==> src/ihex_pkg.sv <==
// Shared types, constants and helpers for the Intel HEX data extractor.
// Used by intel_hex_data_extractor; has no dependencies of its own.
package ihex_pkg;

  // image capacity in bytes and derived widths
  localparam int unsigned IMAGE_BYTES = 131072;
  localparam int unsigned IDX_W       = $clog2(IMAGE_BYTES);
  localparam int unsigned POS_W       = IDX_W + 1;

  // stream widths
  localparam int unsigned CHAR_W      = 8;
  localparam int unsigned BYTE_W      = 8;
  localparam int unsigned OUT_FIELD_W = BYTE_W + IDX_W;
  localparam int unsigned OUT_DATA_W  = ((OUT_FIELD_W + 7) / 8) * 8;

  // character codes
  localparam logic [CHAR_W-1:0] CH_NEWLINE = 8'h0A;
  localparam logic [CHAR_W-1:0] CH_MARK    = 8'h3A;

  // last digit index within the two-digit and four-digit fields
  localparam logic [1:0] LAST_PAIR_DIGIT = 2'd1;
  localparam logic [1:0] LAST_ADDR_DIGIT = 2'd3;

  // full-image position and the index reported for dropped bytes
  localparam logic [POS_W-1:0] POS_FULL  = POS_W'(IMAGE_BYTES);
  localparam logic [IDX_W-1:0] IDX_FULL  = IDX_W'(IMAGE_BYTES - 1);

  // line parser phases
  typedef enum logic [2:0] {
    PH_LINE_START,
    PH_SKIP,
    PH_COUNT,
    PH_ADDR,
    PH_KIND,
    PH_DATA
  } phase_t;

  // hex digit value, anything else decodes as its low four bits
  function automatic logic [3:0] nibble_of(input logic [CHAR_W-1:0] c);
    logic [3:0] n;
    if (c >= 8'h30 && c <= 8'h39) begin
      n = c[3:0];
    end else if ((c >= 8'h61 && c <= 8'h66) || (c >= 8'h41 && c <= 8'h46)) begin
      n = c[3:0] + 4'd9;
    end else begin
      n = c[3:0];
    end
    return n;
  endfunction

endpackage

==> src/intel_hex_data_extractor.sv <==
// Top level of the Intel HEX data extractor: line parser and output register.
// Depends on ihex_pkg for types, constants and the digit decoder.
//
// Takes one ASCII character per beat and returns one beat per decoded data
// byte of a type 0 record, carrying the byte, its position in a packed image
// that grows across records, and an overflow flag once the image holds
// ihex_pkg::IMAGE_BYTES bytes (the index then stays at the last position).
// Every character is parsed in the cycle it is taken, so the block takes one
// character per cycle; the single output register is refilled in the same
// cycle it is drained, and only a stalled output with a pending result holds
// the input off. A result is registered when the second digit of its byte is
// taken. Address and checksum digits are not checked; a newline ends the
// current line at any point.
module intel_hex_data_extractor (
  input  logic                              clk,
  input  logic                              rst_n,
  // character input
  input  logic                              in_tvalid,
  output logic                              in_tready,
  input  logic [ihex_pkg::CHAR_W-1:0]       in_tdata,   // [7:0] char_in
  // decoded byte output
  output logic                              out_tvalid,
  input  logic                              out_tready,
  output logic [ihex_pkg::OUT_DATA_W-1:0]   out_tdata,  // [7:0] data_byte, [24:8] byte_index
  output logic                              out_tuser   // [0] overflow
);

  ihex_pkg::phase_t                phase_r, phase_nxt;
  logic [1:0]                      digit_cnt_r, digit_cnt_nxt;
  logic [7:0]                      rec_len_r, rec_len_nxt;
  logic [7:0]                      rec_kind_r, rec_kind_nxt;
  logic [7:0]                      bytes_left_r, bytes_left_nxt;
  logic [3:0]                      high_nib_r, high_nib_nxt;
  logic [ihex_pkg::POS_W-1:0]      wr_pos_r, wr_pos_nxt;

  logic                            out_valid_r;
  logic [ihex_pkg::BYTE_W-1:0]     data_byte_r, data_byte_nxt;
  logic [ihex_pkg::IDX_W-1:0]      byte_index_r, byte_index_nxt;
  logic                            overflow_r, overflow_nxt;

  logic                            in_fire;
  logic                            is_newline;
  logic [3:0]                      nib;
  logic [7:0]                      kind_shift;
  logic                            emit;

  // input handshake: take a beat unless a result is stuck in the output register
  assign in_tready  = !out_valid_r || out_tready;
  assign in_fire    = in_tvalid && in_tready;
  assign is_newline = (in_tdata == ihex_pkg::CH_NEWLINE);
  assign nib        = ihex_pkg::nibble_of(in_tdata);
  assign kind_shift = {rec_kind_r[3:0], nib};

  // next phase
  always_comb begin
    phase_nxt = phase_r;
    if (is_newline) begin
      phase_nxt = ihex_pkg::PH_LINE_START;
    end else begin
      unique case (phase_r)
        ihex_pkg::PH_LINE_START: begin
          phase_nxt = (in_tdata == ihex_pkg::CH_MARK) ? ihex_pkg::PH_COUNT
                                                      : ihex_pkg::PH_SKIP;
        end
        ihex_pkg::PH_COUNT: begin
          if (digit_cnt_r == ihex_pkg::LAST_PAIR_DIGIT) phase_nxt = ihex_pkg::PH_ADDR;
        end
        ihex_pkg::PH_ADDR: begin
          if (digit_cnt_r == ihex_pkg::LAST_ADDR_DIGIT) phase_nxt = ihex_pkg::PH_KIND;
        end
        ihex_pkg::PH_KIND: begin
          if (digit_cnt_r == ihex_pkg::LAST_PAIR_DIGIT) begin
            phase_nxt = (kind_shift == 8'd0 && rec_len_r != 8'd0) ? ihex_pkg::PH_DATA
                                                                  : ihex_pkg::PH_SKIP;
          end
        end
        ihex_pkg::PH_DATA: begin
          if (digit_cnt_r == ihex_pkg::LAST_PAIR_DIGIT && bytes_left_r == 8'd1) begin
            phase_nxt = ihex_pkg::PH_SKIP;
          end
        end
        ihex_pkg::PH_SKIP: phase_nxt = ihex_pkg::PH_SKIP;
        default:           phase_nxt = ihex_pkg::PH_LINE_START;
      endcase
    end
  end

  // field counters, record fields and result
  always_comb begin
    digit_cnt_nxt  = digit_cnt_r;
    rec_len_nxt    = rec_len_r;
    rec_kind_nxt   = rec_kind_r;
    bytes_left_nxt = bytes_left_r;
    high_nib_nxt   = high_nib_r;
    wr_pos_nxt     = wr_pos_r;
    emit           = 1'b0;
    data_byte_nxt  = {high_nib_r, nib};
    byte_index_nxt = wr_pos_r[ihex_pkg::IDX_W-1:0];
    overflow_nxt   = 1'b0;
    if (is_newline) begin
      digit_cnt_nxt = 2'd0;
    end else begin
      unique case (phase_r)
        ihex_pkg::PH_LINE_START: begin
          if (in_tdata == ihex_pkg::CH_MARK) begin
            digit_cnt_nxt = 2'd0;
            rec_len_nxt   = 8'd0;
          end
        end
        ihex_pkg::PH_COUNT: begin
          rec_len_nxt   = {rec_len_r[3:0], nib};
          digit_cnt_nxt = (digit_cnt_r == ihex_pkg::LAST_PAIR_DIGIT) ? 2'd0 : 2'd1;
        end
        ihex_pkg::PH_ADDR: begin
          if (digit_cnt_r == ihex_pkg::LAST_ADDR_DIGIT) begin
            digit_cnt_nxt = 2'd0;
            rec_kind_nxt  = 8'd0;
          end else begin
            digit_cnt_nxt = digit_cnt_r + 2'd1;
          end
        end
        ihex_pkg::PH_KIND: begin
          rec_kind_nxt = kind_shift;
          if (digit_cnt_r == ihex_pkg::LAST_PAIR_DIGIT) begin
            digit_cnt_nxt = 2'd0;
            if (kind_shift == 8'd0 && rec_len_r != 8'd0) bytes_left_nxt = rec_len_r;
          end else begin
            digit_cnt_nxt = 2'd1;
          end
        end
        ihex_pkg::PH_DATA: begin
          if (digit_cnt_r == 2'd0) begin
            high_nib_nxt  = nib;
            digit_cnt_nxt = 2'd1;
          end else begin
            digit_cnt_nxt  = 2'd0;
            emit           = 1'b1;
            bytes_left_nxt = bytes_left_r - 8'd1;
            if (wr_pos_r != ihex_pkg::POS_FULL) begin
              wr_pos_nxt = wr_pos_r + 1'b1;
            end else begin
              byte_index_nxt = ihex_pkg::IDX_FULL;
              overflow_nxt   = 1'b1;
            end
          end
        end
        ihex_pkg::PH_SKIP: ;
        default: ;
      endcase
    end
  end

  // parser state
  always_ff @(posedge clk) begin
    if (!rst_n) begin
      phase_r      <= ihex_pkg::PH_LINE_START;
      digit_cnt_r  <= 2'd0;
      rec_len_r    <= 8'd0;
      rec_kind_r   <= 8'd0;
      bytes_left_r <= 8'd0;
      high_nib_r   <= 4'd0;
      wr_pos_r     <= '0;
    end else if (in_fire) begin
      phase_r      <= phase_nxt;
      digit_cnt_r  <= digit_cnt_nxt;
      rec_len_r    <= rec_len_nxt;
      rec_kind_r   <= rec_kind_nxt;
      bytes_left_r <= bytes_left_nxt;
      high_nib_r   <= high_nib_nxt;
      wr_pos_r     <= wr_pos_nxt;
    end
  end

  // output beat valid
  always_ff @(posedge clk) begin
    if (!rst_n) begin
      out_valid_r <= 1'b0;
    end else if (in_fire) begin
      out_valid_r <= emit;
    end else if (out_tready) begin
      out_valid_r <= 1'b0;
    end
  end

  // output payload
  always_ff @(posedge clk) begin
    if (in_fire && emit) begin
      data_byte_r  <= data_byte_nxt;
      byte_index_r <= byte_index_nxt;
      overflow_r   <= overflow_nxt;
    end
  end

  assign out_tvalid = out_valid_r;
  assign out_tdata  = {{(ihex_pkg::OUT_DATA_W - ihex_pkg::OUT_FIELD_W){1'b0}},
                       byte_index_r, data_byte_r};
  assign out_tuser  = overflow_r;

endmodule

==> config.mk <==
export PLATFORM = sky130hd
export DESIGN_NAME = intel_hex_data_extractor
export DESIGN_NICKNAME = d
export VERILOG_FILES = /design/src/ihex_pkg.sv /design/src/intel_hex_data_extractor.sv
export SDC_FILE = /design/constraint.sdc
export NUM_CORES = 1
export LEC_CHECK = 0
export ABC_AREA = 1
export BUFFER_PORTS_ARGS = -buffer_cell sky130_fd_sc_hd__buf_2
export CORE_ASPECT_RATIO = 0.8
export CORE_MARGIN = 8
export CORE_UTILIZATION = 30
export CTS_BUF_LIST = sky130_fd_sc_hd__clkbuf_8 sky130_fd_sc_hd__clkbuf_16
export DETAILED_ROUTE_END_ITERATION = 7
export GPL_TIMING_DRIVEN = 1
export HOLD_SLACK_MARGIN = 0.06
export PLACE_DENSITY = 0.44
export SLEW_MARGIN = 20
export SYNTH_ARGS = -nofsm -noshare
export SYNTH_HDL_FRONTEND = slang
export SYNTH_SLANG_ARGS = --single-unit
==> constraint.sdc <==
create_clock -name clk -period 2.9 [get_ports clk]
set_clock_uncertainty 0.05 [all_clocks]
set_input_delay 0.145 -clock clk [delete_from_list [all_inputs] [get_ports clk]]
set_output_delay 0.145 -clock clk [all_outputs]
set_load 0.01 [all_outputs]
* Word level (Yosys, flattened, before mapping)
Index checks and enable logic that the tools add are counted.
** Word-level totals
- Bits of input ports :: 12
- Logic and storage cells :: 107
- Flip-flop bits (word level) :: 74
** Operators by class
- Reductions and logical operators :: 28
- Bitwise logic cells :: 3
- $add $sub $neg :: 4
- Equality and inequality tests :: 21
- Mux-type cells :: 34
- Magnitude comparators :: 6
** Operators by type and width (count)
- 17-bit two-way mux :: 4
- 8-bit two-way mux :: 4
- 8-bit case mux with 2 select lines :: 2
- 18-bit by 1-bit adder with 18-bit output, second input constant :: 1
- 3-bit two-way mux :: 6
- 18-bit != test, second input constant :: 1
- 3-bit case mux with 6 select lines :: 1
- 8-bit by 7-bit >= comparator with 1-bit output, second input constant :: 2
- 8-bit by 7-bit less-or-equal comparator with 1-bit output, second input constant :: 2
- 3-bit != test, second input constant :: 5
- 4-bit two-way mux :: 3
- 4-bit AND reduction :: 3
- 2-bit != test, second input constant :: 5
- 5-bit AND reduction :: 2
- 8-bit by 1-bit equality test with 1-bit output, second input constant :: 1
- 8-bit by 4-bit equality test with 1-bit output, second input constant :: 1
- 8-bit by 6-bit equality test with 1-bit output, second input constant :: 1
- 8-bit by 6-bit >= comparator with 1-bit output, second input constant :: 1
- 8-bit by 6-bit less-or-equal comparator with 1-bit output, second input constant :: 1
- 8-bit zero test :: 1
- 1-bit two-way mux :: 8
- 2-bit two-way mux :: 4
- 2-bit case mux with 4 select lines :: 1
- 4-bit case mux with 2 select lines :: 1
- 21 further kinds :: 35

* Depth between registers and ports, before layout
Gate-level depths: netlist of run 1.
- Depth after elaboration :: 11
- Depth in mapped cells :: 14
- Mapped depth without buffers :: 14

* Worst setup path after synthesis of run 1
Ideal clock, no wire load.
- Path kind :: flip-flop to flip-flop
- Start point :: register phase_r[2]
- End point :: register wr_pos_r[2] (netlist bit)
- Arrival :: 1930 ps
- Setup time :: 116 ps
- Buffers on the path :: 2
- Stages on the path, launching flop included :: 14
- Setup slack :: 804 ps
- Data required time :: 2734 ps
- Cells stage by stage :: dfxtp_1 -> inv_2 -> nor2_4 -> inv_2 -> nor2_4 -> inv_2 -> nor2_2 -> nand2_2 -> nor2_4 -> nand2_2 -> buf_6 -> buf_6 -> nor3_2 -> nor2_1
** On the way
- Longest elaborated chain between the ends :: 2
** RTL lines
- from (decl) :: line intel_hex_data_extractor.sv:28 : ihex_pkg::phase_t phase_r, phase_nxt;
- from (signal assigned) :: line intel_hex_data_extractor.sv:156 : phase_r <= ihex_pkg::PH_LINE_START;
- from (signal assigned) :: line intel_hex_data_extractor.sv:164 : phase_r <= phase_nxt;
- 3-bit equality test :: line intel_hex_data_extractor.sv:103 : unique case (phase_r)
- 5-bit AND reduction (no source line)
- to (signal assigned) :: line intel_hex_data_extractor.sv:170 : wr_pos_r <= wr_pos_nxt;
- to (decl) :: line intel_hex_data_extractor.sv:34 : logic [ihex_pkg::POS_W-1:0] wr_pos_r, wr_pos_nxt;
Every way passes these cells.
A chain may end at the register's enable or synchronous reset.

* Worst setup path in the final report of run 1
- Start point :: register phase_r[2]
- End point :: register wr_pos_r[5] (netlist bit)
The elaborated chain is that of the path after synthesis.

==> impl_metrics.env, run 1 <==
export IMPL_worst_path_max_delay_cell="dfxtp_1"
export IMPL_period_minus_slack_ns=2.221
export IMPL_io_pins=47
export IMPL_power_leakage_nw=1.835
export IMPL_hold_viol_final=0
export IMPL_drt_pass1_iter_count=5
export IMPL_synthCells=497
export IMPL_drt_antenna_violating_nets=0
export IMPL_maxCapViolCount=0
export IMPL_synth_edf_count=26
export IMPL_finalInstanceArea_um2=4493
export IMPL_clockBufferDepth=2
export IMPL_cts_resized_gates=0
export IMPL_fin_crit_sh_pct=76.58
export IMPL_p_total_mw=2.488
export IMPL_utilization_pct=36.54
export IMPL_cts_root_buffer="clkbuf_16"
export IMPL_syn_avg_cell_area_um2=7.661
export IMPL_syn_to_final_growth_pct=18.01
export IMPL_wirelength_um=9396
export IMPL_crit_required_ns=3.13
export IMPL_dpl_instance_area_um2=4143
export IMPL_dieHeight_um=116.8
export IMPL_ys_seq_area_share_pct=45.74
export IMPL_routabilityCongestion=0.8996
export IMPL_slew_headroom_pct=55.40
export IMPL_path_cells="inv_2, nor2_4, inv_2, nor2_4, inv_2, nor2_2, nand2_2, nor2_4, nand2_2, clkinv_2, nand2_1, o21ai_1, inv_1, nor2_1"
export IMPL_grt_overflow_total=0
export IMPL_syn_cell_area_um2=3807
export IMPL_critPathKind="reg -> reg"
export IMPL_drive_gt1_share_pct=14.39
export IMPL_rsz0062_at_grt="no"
export IMPL_tns_ns=0
export IMPL_reg2reg_from="phase_r[2]"
export IMPL_cts_clk_slew_worst_paths_ns=0.06
export IMPL_run_status="finished clean"
export IMPL_ys_ff_latch=74
export IMPL_power_density_nw_per_um2=553.8
export IMPL_slew_violations=0
export IMPL_worstSetupEndpointType="flip-flop"
export IMPL_holdWs_ns=0.1174
export IMPL_synth_ff_type="dfxtp_1"
export IMPL_diodes=0
export IMPL_core_area_um2=12300
export IMPL_yosysWarnings=0
export IMPL_setup_viol=0
export IMPL_numPortBuffers=39
export IMPL_nets=561
export IMPL_grt_use_total_pct=11.79
export IMPL_numCtsBuffers=9
export IMPL_fmax_ghz=0.4503
export IMPL_dp_slack_ns=0.5640
export IMPL_peakVddDrop_mv=0.3152
export IMPL_worst_setup_path_startpoint="phase_r[2]"
export IMPL_placed_cells=697
export IMPL_grt_max_degree=28
export IMPL_mostFrequentLayoutCell="nand2_1"
export IMPL_post_layout_nonfiller_instances=713
export IMPL_setup_ws_ns=0.6792
export IMPL_crit_path_max_fanout=20
export IMPL_place_hpwl_um=7105
export IMPL_cts_tree="yes"
export IMPL_worstSkewPairLatency_ns=0.34
export IMPL_die_x_um=142.0
export IMPL_grt_pass1_wl_um=15330
export IMPL_grt_pass1_vias=2995
export IMPL_via_per_inst=4.585
export IMPL_die_area_um2=16570
export IMPL_drt_iter0_drc=258
export IMPL_cp_start_kind="flip-flop"
export IMPL_cts_sinks=74
export IMPL_ys_types=36
export IMPL_final_cell_mix="133 x nand2_1, 52 x nor2_1, 48 x dfxtp_1"
export IMPL_crit_arrival_ns=2.45
export IMPL_regArea_um2=1742
export IMPL_n_fill_cell=1287
export IMPL_wl_per_cell_um=13.18
export IMPL_tightest_slew_ns=0.6682
export IMPL_initial_core_util_pct=30.96
export IMPL_htreeDepth=3
export IMPL_drc_errors=0
export IMPL_hold_class="in -> reg"
export IMPL_antenna_found_initial=0
export IMPL_slowest_delay_ns=0.38
export IMPL_hp_start="in_tdata[0]"
export IMPL_floorplan_rows=36
export IMPL_multiInputGateArea_um2=1758
export IMPL_async_reset_ff_share_pct=0
export IMPL_route_vias_total=3269
==> sequential cells by signal (all words and copies together), names as in the netlist <==
name and cells:
wr_pos_r 18, byte_index_r 17, bytes_left_r 8, data_byte_r 8, rec_len_r 8, high_nib_r 4, rec_kind_r 4, phase_r 3
digit_cnt_r 2, out_tuser 1, out_tvalid 1
==> worst max-delay path: cells and delay by family, from the launching register on <==
family / cells / cell delay [ns]
and+or+nand+nor: 8 / 1.01
buffers and inverters: 5 / 0.59
DFF: 1 / 0.38
AOI/OAI and AO/OA: 1 / 0.12
==> power breakdown <==
part / switching (mW) / leakage [nW] / internal [mW] / total, mW
clock: 0.441 / 0.162 / 0.839 / 1.28
sequential: 0.00961 / 0.619 / 1.07 / 1.08
combinational: 0.0848 / 1.05 / 0.0384 / 0.123
total: 0.536 / 1.84 / 1.95 / 2.49
==> metal layers <==
layer	GRT usage [%]	share of wire, %	up-vias	wire, um
li1	-	-	1685	-
met1	17.36	54	1479	5035
met2	15.65	38	93	3572
met3	3.472	6.9	12	651
met4	4.140	1.5	0	137
met5	0	0	-	0
==> area by class of cell <==
class	count	share of cell area, %
Clock buffer	9	5.013
Sequential cell	74	38.76
Tap cell	171	4.762
Clock inverter	6	2.562
Inverter	56	4.706
Timing Repair Buffer	43	5.068
Multi-Input combinational cell	354	39.13
==> final timing paths <==
kind,end,slack [ns],depth (start not counted)
worst max-delay path,wr_pos_r[5],0.68,14
worst min-delay path,high_nib_r[0],0.12,3
worst max register to register,wr_pos_r[5],0.68,14
worst min register to register,data_byte_r[5],0.38,0
==> cell families after synthesis <==
family | Yosys count | share of synthesized area [%]
AND/OR/NAND/NOR | 248 | 28.36
buffers and inverters | 75 | 8.675
AO/OA/AOI/OAI | 74 | 10.29
flip-flops | 74 | 45.74
XOR/XNOR | 14 | 3.221
adder cells (fa/ha/maj) | 11 | 3.615
other | 1 | 0.09849
==> synthesized netlist by cell type (2+ instances only) <==
| cell | instances | area share, % |
|---|---|---|
| nand2_1 | 133 | 13 |
| nor2_1 | 52 | 5.1 |
| dfxtp_1 | 48 | 25 |
| inv_1 | 47 | 4.6 |
| a21oi_1 | 46 | 6.0 |
| edfxtp_1 | 26 | 21 |
| nand3_1 | 25 | 3.3 |
| o21ai_0 | 17 | 2.2 |
| nand4_1 | 13 | 2.1 |
| xor2_1 | 12 | 2.8 |
| ha_1 | 11 | 3.6 |
| buf_4 | 8 | 1.6 |
| inv_2 | 8 | 0.79 |
| clkbuf_1 | 6 | 0.59 |
| nand3b_1 | 6 | 1.2 |
| nor3_1 | 6 | 0.79 |
| nor2_4 | 3 | 0.89 |
| o21ai_1 | 3 | 0.39 |
| or2_2 | 3 | 0.49 |
| a31oi_1 | 2 | 0.33 |
| buf_2 | 2 | 0.26 |
| buf_6 | 2 | 0.59 |
| nand2_2 | 2 | 0.33 |
| nor4_1 | 2 | 0.33 |
| o211ai_1 | 2 | 0.39 |
| xnor2_1 | 2 | 0.46 |
==> what timing repair did <==
| action | 4_1_cts | 5_1_grt |
|---|---|---|
| hold buffers | 1 | 0 |
| hold endpoints to repair | 1 | 0 |
| setup buffers | 0 | 0 |
Note: power is estimated with default switching activity, not from simulation.
==> run 2, diff against run 1 <==
==> constraint.sdc (replaced) <==
create_clock -name clk -period 2.27 [get_ports clk]
set_clock_uncertainty 0.05 [all_clocks]
set_input_delay 0.1135 -clock clk [delete_from_list [all_inputs] [get_ports clk]]
set_output_delay 0.1135 -clock clk [all_outputs]
set_load 0.01 [all_outputs]
==> run 2 against run 1 <==
  * Count of clock-buffer cells in the layout is the same
  * Sequential power is 28% higher
  * Sequential cell count unchanged
  * Non-clock buffer count grew 8
  * Register-to-register slack worse by 0.42 ns
  * Critical path depth down 5
  * Critical path type unchanged
==> impl_metrics.env, run 2 (synthesis results as in run 1) <==
export IMPL_grt_overflow_total=0
export IMPL_hold_class="in -> reg"
export IMPL_drive_gt1_share_pct=15.61
export IMPL_power_leakage_nw=1.866
export IMPL_cts_root_buffer="clkbuf_16"
export IMPL_io_pins=47
export IMPL_grt_pass1_vias=3175
export IMPL_worstSkewPairLatency_ns=0.33
export IMPL_via_per_inst=4.558
export IMPL_fin_crit_sh_pct=88.44
export IMPL_min_delay_path_depth=3
export IMPL_finalInstanceArea_um2=4531
export IMPL_place_hpwl_um=7274
export IMPL_wl_met2_um=3809
export IMPL_wirelength_um=9711
export IMPL_clockBufferDepth=2
export IMPL_run_status="finished clean"
export IMPL_highest_layer="met4"
export IMPL_critPathKind="reg -> reg"
export IMPL_syn_to_final_growth_pct=18.99
export IMPL_dr_wl_met3_um=515
export IMPL_die_x_um=142.0
export IMPL_wl_met1_um=5332
export IMPL_worst_path_max_delay_cell="dfxtp_1"
export IMPL_cts_resized_gates=0
export IMPL_dp_slack_ns=0.09096
export IMPL_maxCapViolCount=0
export IMPL_r2r_cells=9
export IMPL_reg2reg_from="phase_r[2]"
export IMPL_cp_start_kind="flip-flop"
export IMPL_hp_start="in_tdata[0]"
export IMPL_slew_headroom_pct=62.47
export IMPL_switching_power_uw=680.8
export IMPL_worstSetupEndpointType="flip-flop"
export IMPL_wl_per_cell_um=13.45
export IMPL_fmax_ghz=0.4981
export IMPL_antenna_found_initial=0
export IMPL_power_internal_mw=2.388
export IMPL_final_cell_mix="133 x nand2_1, 52 x nor2_1, 48 x inv_1, 48 x dfxtp_1, 46 x a21oi_1"
export IMPL_slew_violations=0
export IMPL_p_seq_share_pct=45.1
export IMPL_grt_use_total_pct=12.52
export IMPL_crit_path_max_fanout=27
export IMPL_regArea_um2=1742
export IMPL_holdPathEnd="high_nib_r[0]"
export IMPL_n_fill_cell=1290
export IMPL_holdWs_ns=0.09192
export IMPL_grt_max_degree=28
export IMPL_route_vias_total=3291
export IMPL_core_area_um2=12300
export IMPL_drt_antenna_violating_nets=0
export IMPL_pwr_share_comb_pct=5.4
export IMPL_cts_sinks=74
export IMPL_htreeDepth=3
export IMPL_dpl_instance_area_um2=4203
export IMPL_numCtsBuffers=9
export IMPL_setup_ws_ns=0.2625
export IMPL_drt_pass1_iter_count=4
export IMPL_grt_pass1_wl_um=16220
export IMPL_period_minus_slack_ns=2.008
export IMPL_timing_rr_end="byte_index_r[12]"
export IMPL_drt_iter0_drc=236
export IMPL_cts_tree="yes"
export IMPL_numPortBuffers=39
export IMPL_hold_viol_final=0
export IMPL_nets=569
export IMPL_drc_errors=0
export IMPL_slowest_delay_ns=0.40
export IMPL_floorplan_rows=36
export IMPL_swShare_pct=22.19
export IMPL_cts_clk_slew_worst_paths_ns=0.06
export IMPL_diodes=0
export IMPL_setup_viol=0
export IMPL_crit_required_ns=2.22
export IMPL_tightest_slew_ns=0.5623
export IMPL_rsz0062_at_grt="no"
export IMPL_crit_arrival_ns=1.96
export IMPL_dieHeight_um=116.8
export IMPL_cts_setup_buffers=0
export IMPL_path_cells="inv_2, nor2_4, inv_2, nor2_4, inv_2, nor2_2, nand2_2, nor2_4, buf_4"
export IMPL_multiInputGateArea_um2=1758
export IMPL_path_buf_inv=4
export IMPL_top_regs="wr_pos_r (18), byte_index_r (17)"
export IMPL_mostFrequentLayoutCell="nand2_1"
export IMPL_crit_family="buffers and inverters"
export IMPL_tns_ns=0
export IMPL_peakVddDrop_mv=0.3651
export IMPL_initial_core_util_pct=30.96
export IMPL_top_register="wr_pos_r"
export IMPL_utilization_pct=36.84
export IMPL_reg2reg_slack_ns=0.26
export IMPL_largest_reg_flops=18
export IMPL_clockPowerShare_pct=49.5
export IMPL_power_density_nw_per_um2=677.3
export IMPL_die_area_um2=16570
export IMPL_routabilityCongestion=0.8507
export IMPL_hold_buffers=1
-- run 2: layer usage --
| layer | vias up | global-route usage [%] |
|---|---|---|
| met2 | 70 | 17.44 |
| met5 | - | 0 |
| met4 | 0 | 3.212 |
| met3 | 2 | 4.003 |
| li1 | 1712 | - |
| met1 | 1507 | 18.02 |
-- run 2: cell type report --
type	count	area share, %
clock buffer	9	4.971
timing repair buffer	51	6.352
tap	171	4.722
multi-input combinational	354	38.80
clock inverter	7	2.044
sequential	74	38.44
inverter	56	4.667
-- run 2: how the worst max path moves through the flow --
stage                 from               end  slack (ns)  cells after the start
4_1_cts         phase_r[2]    data_byte_r[2]        0.25                      9
2_1_floorplan   phase_r[2]       wr_pos_r[2]        0.17                     13
3_3_place_gp   in_tdata[1]   bytes_left_r[0]        0.21                     15
5_1_grt         phase_r[2]       wr_pos_r[5]        0.05                     14
3_5_place_dp   in_tdata[1]   bytes_left_r[3]        0.09                     14
6_report        phase_r[2]  byte_index_r[12]        0.26                      9
-- run 2: metrics by stage --
stage	power (mW)	std cells
after floorplan	1.528	503
after global placement	1.578	705
after detailed placement	1.576	705
after CTS	3.116	722
after global routing	3.197	722
final	3.069	722
-- run 2: tightest hold or removal path: cells and delay by family --
kind / cells / cell delay [ns]
AO/OA/AOI/OAI: 1 / 0.08
buffers and inverters: 1 / 0.13
AND/OR/NAND/NOR: 1 / 0.11
-- run 2: power by group through the flow --
stage | combinational, mW | sequential, mW | clock, mW
final | 0.167 | 1.38 | 1.52
after global routing | 0.192 | 1.38 | 1.62
after CTS | 0.168 | 1.38 | 1.57
after detailed placement | 0.165 | 1.41 | 0
after global placement | 0.167 | 1.41 | 0
after floorplan | 0.118 | 1.41 | 0
